## config.mk

```make
export PLATFORM = sky130hd
export DESIGN_NAME = bounded_stack_with_search
export DESIGN_NICKNAME = d
export VERILOG_FILES = /design/src/design/bsws_pkg.sv /design/src/design/bsws_ram.sv /design/src/design/bounded_stack_with_search.sv
export SDC_FILE = /design/constraint.sdc
export NUM_CORES = 2
export LEC_CHECK = 0
export BUFFER_PORTS_ARGS = -buffer_cell sky130_fd_sc_hd__clkbuf_2
export CORE_UTILIZATION = 45
export DETAILED_ROUTE_END_ITERATION = 12
export REMOVE_ABC_BUFFERS = 1
export SLEW_MARGIN = 40
export SYNTH_ARGS = -nofsm -noshare
export SYNTH_HDL_FRONTEND = slang
export SYNTH_SLANG_ARGS = --single-unit
```

## constraint.sdc

```tcl
create_clock -name clk -period 11.73 [get_ports clk]
set_input_delay 0 -clock clk [delete_from_list [all_inputs] [get_ports clk]]
set_output_delay 0 -clock clk [all_outputs]
set_load 0.02 [all_outputs]
```

## src/design/bsws_pkg.sv

```systemverilog
// Package for the bounded stack with search: operation codes, controller states
// and the fixed widths of the request and result ports.
// No dependencies; the top level and the testbench use it by scoped names.
package bsws_pkg;

  localparam int OP_W    = 3;
  localparam int VALUE_W = 32;
  localparam int INDEX_W = 6;
  localparam int COUNT_W = 7;

  typedef enum logic [OP_W-1:0] {
    OP_PUSH   = 3'd0,
    OP_POP    = 3'd1,
    OP_PEEK   = 3'd2,
    OP_CLEAR  = 3'd3,
    OP_SEARCH = 3'd4
  } op_t;

  typedef enum logic [1:0] {
    ST_IDLE,
    ST_FETCH,
    ST_SCAN
  } state_t;

endpackage

```

## src/design/bsws_ram.sv

```systemverilog
// Generic single-port-write, single-port-read RAM with a registered read.
// Holds the stack words; no dependencies.
module bsws_ram #(
  parameter int WIDTH = 32,
  parameter int DEPTH = 64
) (
  input  logic                                  clk,
  input  logic                                  we,
  input  logic [(DEPTH > 1 ? $clog2(DEPTH) : 1)-1:0] waddr,
  input  logic [WIDTH-1:0]                      wdata,
  input  logic [(DEPTH > 1 ? $clog2(DEPTH) : 1)-1:0] raddr,
  output logic [WIDTH-1:0]                      rdata
);

  logic [WIDTH-1:0] mem [DEPTH];

  always_ff @(posedge clk) begin
    if (we) begin
      mem[waddr] <= wdata;
    end
    rdata <= mem[raddr];
  end

endmodule

```

## src/design/bounded_stack_with_search.sv

```systemverilog
// Top level of the bounded stack with search: controller, count register and
// result registers around one word RAM. Depends on bsws_pkg and bsws_ram.
//
//   channel   | handshake             | ports
//   ----------+-----------------------+---------------------------------------
//   request   | start && !busy        | operation, value
//   result    | done (one-cycle pulse)| status, data, found_index, count,
//             |                       | is_empty, is_full
//   config    | cfg_write             | cfg_data (capacity)
//
// Push, clear, unused codes and any pop, peek or search on an empty stack
// return their result in the cycle after the transaction, and busy stays low.
// Pop and peek read the RAM on acceptance; ST_FETCH registers the word.
// Search compares at most count entries, starting at the bottom entry:
// the RAM read port delivers one entry per cycle, compared as it arrives.
// Reset clears the count, sets capacity to 64 and returns to idle; the RAM
// needs no clearing pass since only entries below the count are ever reported.
// The receiver cannot stall: each result is shown for exactly one cycle.
module bounded_stack_with_search #(
  parameter int DEPTH      = 64,
  parameter int WORD_WIDTH = 32
) (
  input  logic                                 clk,
  input  logic                                 rst,
  input  logic                                 start,
  output logic                                 busy,
  input  logic [bsws_pkg::OP_W-1:0]            operation,
  input  logic signed [bsws_pkg::VALUE_W-1:0]  value,
  input  logic                                 cfg_write,
  input  logic [bsws_pkg::COUNT_W-1:0]         cfg_data,
  output logic                                 done,
  output logic                                 status,
  output logic signed [bsws_pkg::VALUE_W-1:0]  data,
  output logic [bsws_pkg::INDEX_W-1:0]         found_index,
  output logic [bsws_pkg::COUNT_W-1:0]         count,
  output logic                                 is_empty,
  output logic                                 is_full
);

  localparam int AW = (DEPTH > 1) ? $clog2(DEPTH) : 1;
  localparam int CW = $clog2(DEPTH + 1);
  // Width wide enough to compare the count against the capacity register.
  localparam int KW = (CW > bsws_pkg::COUNT_W) ? CW : bsws_pkg::COUNT_W;

  // Control and result registers.
  bsws_pkg::state_t state, state_next;
  logic [CW-1:0]                   depth_count, depth_count_next;
  logic [bsws_pkg::COUNT_W-1:0]    capacity;
  logic [WORD_WIDTH-1:0]           key, key_next;
  logic [AW-1:0]                   cmp_idx, cmp_idx_next;
  logic                            done_next, status_next;
  logic [bsws_pkg::VALUE_W-1:0]    data_next;
  logic [bsws_pkg::INDEX_W-1:0]    index_next;

  // RAM port signals.
  logic                  mem_we;
  logic [AW-1:0]         mem_waddr, mem_raddr;
  logic [WORD_WIDTH-1:0] mem_wdata, mem_rdata;

  // Derived values.
  logic                  accept;
  logic [KW-1:0]         eff_cap, count_ext;
  logic                  push_ok, has_entries, scan_match, scan_last;
  logic [63:0]           value_ext, rdata_ext;

  bsws_ram #(
    .WIDTH (WORD_WIDTH),
    .DEPTH (DEPTH)
  ) u_ram (
    .clk   (clk),
    .we    (mem_we),
    .waddr (mem_waddr),
    .wdata (mem_wdata),
    .raddr (mem_raddr),
    .rdata (mem_rdata)
  );

  assign busy   = (state != bsws_pkg::ST_IDLE);
  assign accept = start && !busy;

  // Clamp capacity to the storage depth.
  assign eff_cap   = (KW'(capacity) > KW'(DEPTH)) ? KW'(DEPTH) : KW'(capacity);
  assign count_ext = KW'(depth_count);
  // eff_cap never exceeds DEPTH, so this also keeps the write inside the RAM.
  assign push_ok     = count_ext < eff_cap;
  assign has_entries = (depth_count != '0);

  // Stored words are the low bits of the sign-extended request value; words
  // read back are sign-extended from the stored width and trimmed to 32 bits.
  assign value_ext  = 64'(value);
  assign mem_wdata  = value_ext[WORD_WIDTH-1:0];
  assign rdata_ext  = 64'($signed(mem_rdata));

  assign scan_match = (mem_rdata == key);
  assign scan_last  = ((CW'(cmp_idx) + CW'(1)) == depth_count);

  // Next state.
  always_comb begin
    state_next = state;
    unique case (state)
      bsws_pkg::ST_IDLE: begin
        if (accept) begin
          if ((operation == bsws_pkg::OP_POP || operation == bsws_pkg::OP_PEEK)
              && has_entries) begin
            state_next = bsws_pkg::ST_FETCH;
          end else if (operation == bsws_pkg::OP_SEARCH && has_entries) begin
            state_next = bsws_pkg::ST_SCAN;
          end
        end
      end
      bsws_pkg::ST_FETCH: begin
        state_next = bsws_pkg::ST_IDLE;
      end
      bsws_pkg::ST_SCAN: begin
        if (scan_match || scan_last) begin
          state_next = bsws_pkg::ST_IDLE;
        end
      end
      default: begin
        state_next = bsws_pkg::ST_IDLE;
      end
    endcase
  end

  // Datapath controls and result values.
  always_comb begin
    mem_we           = 1'b0;
    mem_waddr        = AW'(depth_count);
    mem_raddr        = AW'(depth_count - CW'(1));
    depth_count_next = depth_count;
    key_next         = key;
    cmp_idx_next     = cmp_idx;
    done_next        = 1'b0;
    status_next      = 1'b1;
    data_next        = '0;
    index_next       = '0;
    unique case (state)
      bsws_pkg::ST_IDLE: begin
        if (accept) begin
          unique case (operation)
            bsws_pkg::OP_PUSH: begin
              done_next = 1'b1;
              if (push_ok) begin
                mem_we           = 1'b1;
                depth_count_next = depth_count + CW'(1);
                status_next      = 1'b0;
              end
            end
            bsws_pkg::OP_POP, bsws_pkg::OP_PEEK: begin
              // Read the top entry; the word is reported from ST_FETCH.
              if (has_entries) begin
                if (operation == bsws_pkg::OP_POP) begin
                  depth_count_next = depth_count - CW'(1);
                end
              end else begin
                done_next = 1'b1;
              end
            end
            bsws_pkg::OP_CLEAR: begin
              done_next        = 1'b1;
              depth_count_next = '0;
              status_next      = 1'b0;
            end
            bsws_pkg::OP_SEARCH: begin
              // Start the scan at the bottom entry.
              mem_raddr    = '0;
              key_next     = mem_wdata;
              cmp_idx_next = '0;
              if (!has_entries) begin
                done_next = 1'b1;
              end
            end
            default: begin
              // Unused code: report failure, leave the stack alone.
              done_next = 1'b1;
            end
          endcase
        end
      end
      bsws_pkg::ST_FETCH: begin
        done_next   = 1'b1;
        status_next = 1'b0;
        data_next   = rdata_ext[bsws_pkg::VALUE_W-1:0];
      end
      bsws_pkg::ST_SCAN: begin
        // Prefetch the next entry while comparing the current one.
        mem_raddr = cmp_idx + AW'(1);
        if (scan_match) begin
          done_next   = 1'b1;
          status_next = 1'b0;
          index_next  = bsws_pkg::INDEX_W'(cmp_idx);
        end else if (scan_last) begin
          done_next = 1'b1;
        end else begin
          cmp_idx_next = cmp_idx + AW'(1);
        end
      end
      default: begin
      end
    endcase
  end

  always_ff @(posedge clk) begin
    if (rst) begin
      state       <= bsws_pkg::ST_IDLE;
      depth_count <= '0;
      capacity    <= bsws_pkg::COUNT_W'(64);
      done        <= 1'b0;
    end else begin
      state       <= state_next;
      depth_count <= depth_count_next;
      done        <= done_next;
      if (cfg_write) begin
        capacity <= cfg_data;
      end
    end
  end

  // Payload registers: no reset needed.
  always_ff @(posedge clk) begin
    key         <= key_next;
    cmp_idx     <= cmp_idx_next;
    status      <= status_next;
    data        <= data_next;
    found_index <= index_next;
  end

  // Count and flags come straight from the count register, which already
  // holds the value after the reported transaction while done is high.
  assign count    = bsws_pkg::COUNT_W'(depth_count);
  assign is_empty = !has_entries;
  assign is_full  = (count_ext >= eff_cap);

  // The count never grows past the storage depth.
  a_count_bound: assert property (@(posedge clk) disable iff (rst)
    depth_count <= CW'(DEPTH))
    else $error("stack count exceeds storage depth");

  // A fetch always reports its word in the next cycle.
  a_fetch_done: assert property (@(posedge clk) disable iff (rst)
    state == bsws_pkg::ST_FETCH |=> done && !status)
    else $error("fetch did not complete");

  // A push that fits raises the count by exactly one.
  a_push_count: assert property (@(posedge clk) disable iff (rst)
    accept && operation == bsws_pkg::OP_PUSH && push_ok
    |=> depth_count == $past(depth_count) + CW'(1))
    else $error("push did not advance the count");

  // Results only appear once the controller is back to idle.
  a_done_idle: assert property (@(posedge clk) disable iff (rst)
    done |-> !busy)
    else $error("result strobed while busy");

endmodule

```

==> summary.md <==
| Metric | Value |
|---|---|
| Outcome | completed |
| Routed WL | 272 mm |
| Peak VDD IR | 0.168 mV |
| DR top layer | met5 |
| Crit-path leading delay family | buffers and inverters |
| Crit path time final | 5600 ps |
| Worst setup EP type | flip-flop |
| Layout cell share with drive strength beyond 1 | 11.0% |
| Area grow syn2layout | 13.9% |
| Slew @ Worst Pin | 978 ps |
| PortBufs | 95 |
| Met2 wire len | 126 mm |
| Flop2flop setup slack | 6130 ps |
| Worst setup SP type | flip-flop |
| Cts repair resizes | 0 |
| Non-Filler Instances | 9294 |
| Nets | 6649 |
| Pin count of the biggest net entering global routing | 182 |
| Detail Placement HPWL | 140 mm |
| RSZ-0062 raised after global routing | false |
| Yosys cell types | 67 |
| Root buf cell | clkbuf_16 |
| Crit Path Category | flip-flop to flip-flop |
| Max_slew headroom | 34.8% |
| DP Worst Slack | 6440 ps |
| Vias | 56000 |
| R2R cell count | 13 |
| Synth Register Bits | 2174 |
| Die area | 194000 µm² |
| Cells after Synth | 6465 |
| CORE AREA | 190000 µm² |
| Worst-path clk slew | 70 ps |
| Hold crit path type | input pin to flip-flop |
| First-pass GRT wire length | 385 mm |
| F_max | 0.179 GHz |
| Synth Area per Inst | 13.4 µm² |
| DRT iter0 DRCs | 7515 |
| Clock skew | 43.1 ps |
| Clock Path Buffers | 3 |
| Number of global-route vias before repair | 53200 |
| Final Hold Viols | 0 |
| Placed Instances | 8800 |
| Post-synth EDFFs | 2086 |
| Max-cap viol count | 0 |
| Critical path's slowest cell | buf_4 |
| DRC Markers | 0 |
| Hold Crit Depth | 3 |
| Average wire per standard cell | 29.2 µm |
| Data required time of the critical path | 12500 ps |
| Area of the multi-input gates | 20400 µm² |
| Num rows | 160 |
| Ys Warns | 0 |
| I/O pin count | 96 |
| Met1 wire length | 106 mm |
| Vias per inst | 6.02 |
| Initial antenna violation count | 17 |
| Crit path depth | 13 |
| Sink Count | 2174 |
| Mapped cell area | 86400 µm² |
| Crit-path cells | inv_1 -> ha_1 -> nand2b_1 -> o211a_4 -> buf_4 -> buf_4 -> buf_12 -> a211oi_1 -> a311oi_1 -> a31oi_1 -> a22oi_1 -> nand3_1 -> nand3_1 |
| FF+latch area | 64400 µm² |
| Synth Flop Type | edfxtp_1 |
| Fin Hold WS | 102 ps |
| Grt total ovfl | 0 |
| Tot Pwr | 18000 µW |
| Final WS setup | 6130 ps |
| Crit-path max cell delay | 720 ps |
| DRT Pass-1 Iters | 6 |
| CTS H-tree depth | 4 |
| # fillers | 15800 |
| Crit Path Max Fanout | 55 |
| Final Cycle Share | 47.7% |
| Post-DRT Antenna Nets | 0 |
| Ys async rst share | 0% |
| TritonCTS clock tree | yes |
| Buf+Inv Stages, Crit Path | 4 |
| P per Cell Area | 183 nW/µm² |
| Die Y | 440 µm |
| Register area share after synthesis | 74.6% |
| TritonCTS buffer count | 216 |
| Worst-Skew Late Latency | 880 ps |
| Die width | 440 µm |
| Crit path DAT | 6370 ps |
| Total GRT Usage | 27.8% |
| Final setup vio count | 0 |
| Max-slew violation count | 0 |
| Metal3 WL | 25.1 mm |
| GP Congestion | 0.948 |
| Initial Util | 45.4% |
| Pleak | 0.0333 µW |
layout make-up:
class	instances	share of cell area, %
Multi-Input combinational cell	3754	20.7
Inverter	85	0.324
Antenna cell	4	0.0102
Sequential cell	2174	65.5
Timing Repair Buffer	362	3.21
Tap cell	2511	3.19
Clock inverter	112	1.05
Clock buffer	292	6.04
flip-flops by register name (all words and copies together), names as in the netlist:
name	cells
u_ram.mem	2048
data	32
key	32
u_ram.rdata	32
capacity	7
count	7
cmp_idx	6
found_index	6
state	2
done	1
status	1
logic make-up (layout without fill, tap and decap cells):
logic type | after synthesis | in the layout | share of synthesized area (%)
multiplexers | 115 | 115 | 1.35
buffers and inverters | 537 | 851 | 2.73
AND/OR/NAND/NOR | 2847 | 2847 | 14.1
AO/OA/AOI/OAI | 736 | 736 | 6.64
XOR/XNOR | 46 | 46 | 0.466
adder cells (fa/ha/maj) | 10 | 10 | 0.145
other | 0 | 4 | 0
flip-flops | 2174 | 2174 | 74.6
routing by layer:
layer / up-vias / global-route usage, %
met1: 28200 / 37.1
met3: 499 / 5.02
met4: 12 / 14.3
li1: 24400 / -
met5: - / 0
met2: 2877 / 43.6
placed cells by master, fill, tap and decap left out, types with 14 or more instances in the layout:
cell / synthesis / routed
buf_12: 0 / 21
and3_1: 84 / 84
a21oi_1: 57 / 53
bufinv_16: 0 / 14
a21o_1: 16 / 15
a22oi_1: 26 / 25
nand3_1: 812 / 809
clkbuf_16: 0 / 220
dfxtp_1: 88 / 88
clkbuf_1: 157 / 53
nor2_1: 100 / 30
edfxtp_1: 2086 / 2086
a211oi_1: 78 / 78
nand2_1: 1753 / 1752
clkbuf_2: 0 / 98
buf_6: 0 / 15
mux2i_1: 114 / 114
a31oi_1: 104 / 90
inv_1: 85 / 85
dlygate4sd3_1: 0 / 72
clkinv_1: 0 / 41
buf_4: 14 / 148
clkbuf_8: 0 / 16
a32oi_1: 75 / 73
and2_1: 39 / 39
xnor2_1: 42 / 42
a2111oi_0: 76 / 74
o21ai_0: 34 / 30
clkinv_2: 0 / 35
nor2_4: 1 / 70
a311oi_1: 197 / 196
worst reg2reg max path: stages, from the launching register on:
cell and delay, ps:
dfxtp_1 670, inv_1 240, ha_1 400, nand2b_1 200, o211a_4 700, buf_4 790
buf_4 490, buf_12 280, a211oi_1 130, a311oi_1 310, a31oi_1 70, a22oi_1 360
nand3_1 510, nand3_1 350
report_power, final:
part           switching [µW]  total, µW  leakage, µW  internal (µW)
logic                    1770       2420       0.0104            652
registers                 162       8730       0.0195           8570
clock network            2950       6810      0.00340           3860
total                    4880      18000       0.0333          13100
Yosys cell counts (34+ instances only):
cell,instances,share of area [%]
nand3_1,812,4.7
dfxtp_1,88,2.0
nand2_1,1753,7.6
buf_2,232,1.3
o21ai_0,34,0.20
a32oi_1,75,0.76
xnor2_1,42,0.43
buf_1,49,0.21
a21oi_1,57,0.33
inv_1,85,0.37
a311oi_1,197,2.0
a31oi_1,104,0.75
edfxtp_1,2086,73
and2_1,39,0.28
clkbuf_1,157,0.68
mux2i_1,114,1.3
and3_1,84,0.61
a211oi_1,78,0.68
a2111oi_0,76,0.77
nor2_1,100,0.43
worst paths after layout:
path                                       from         endpoint
worst max register to register         count[0]  u_ram.rdata[21]
worst min register to register  u_ram.rdata[24]         data[24]
worst max-delay path                   count[0]  u_ram.rdata[21]
worst min-delay path                  cfg_write      capacity[6]
timing repair:
action	4_1_cts	5_1_grt
hold buffers	72	0
setup buffers	0	0
endpoints found under the hold margin	2098	0
metrics by stage:
step / utilization (%) / setup TNS (ps) / cell area [µm²]
finish: 51.7 / 0 / 98400
global route: 51.7 / 0 / 98400
CTS: 51.5 / 0 / 98000
detailed placement: 47.5 / 0 / 90300
global placement: 47.3 / 0 / 90000
floorplan: - / -235040 / 84300
(Power assumes the default switching activity.)
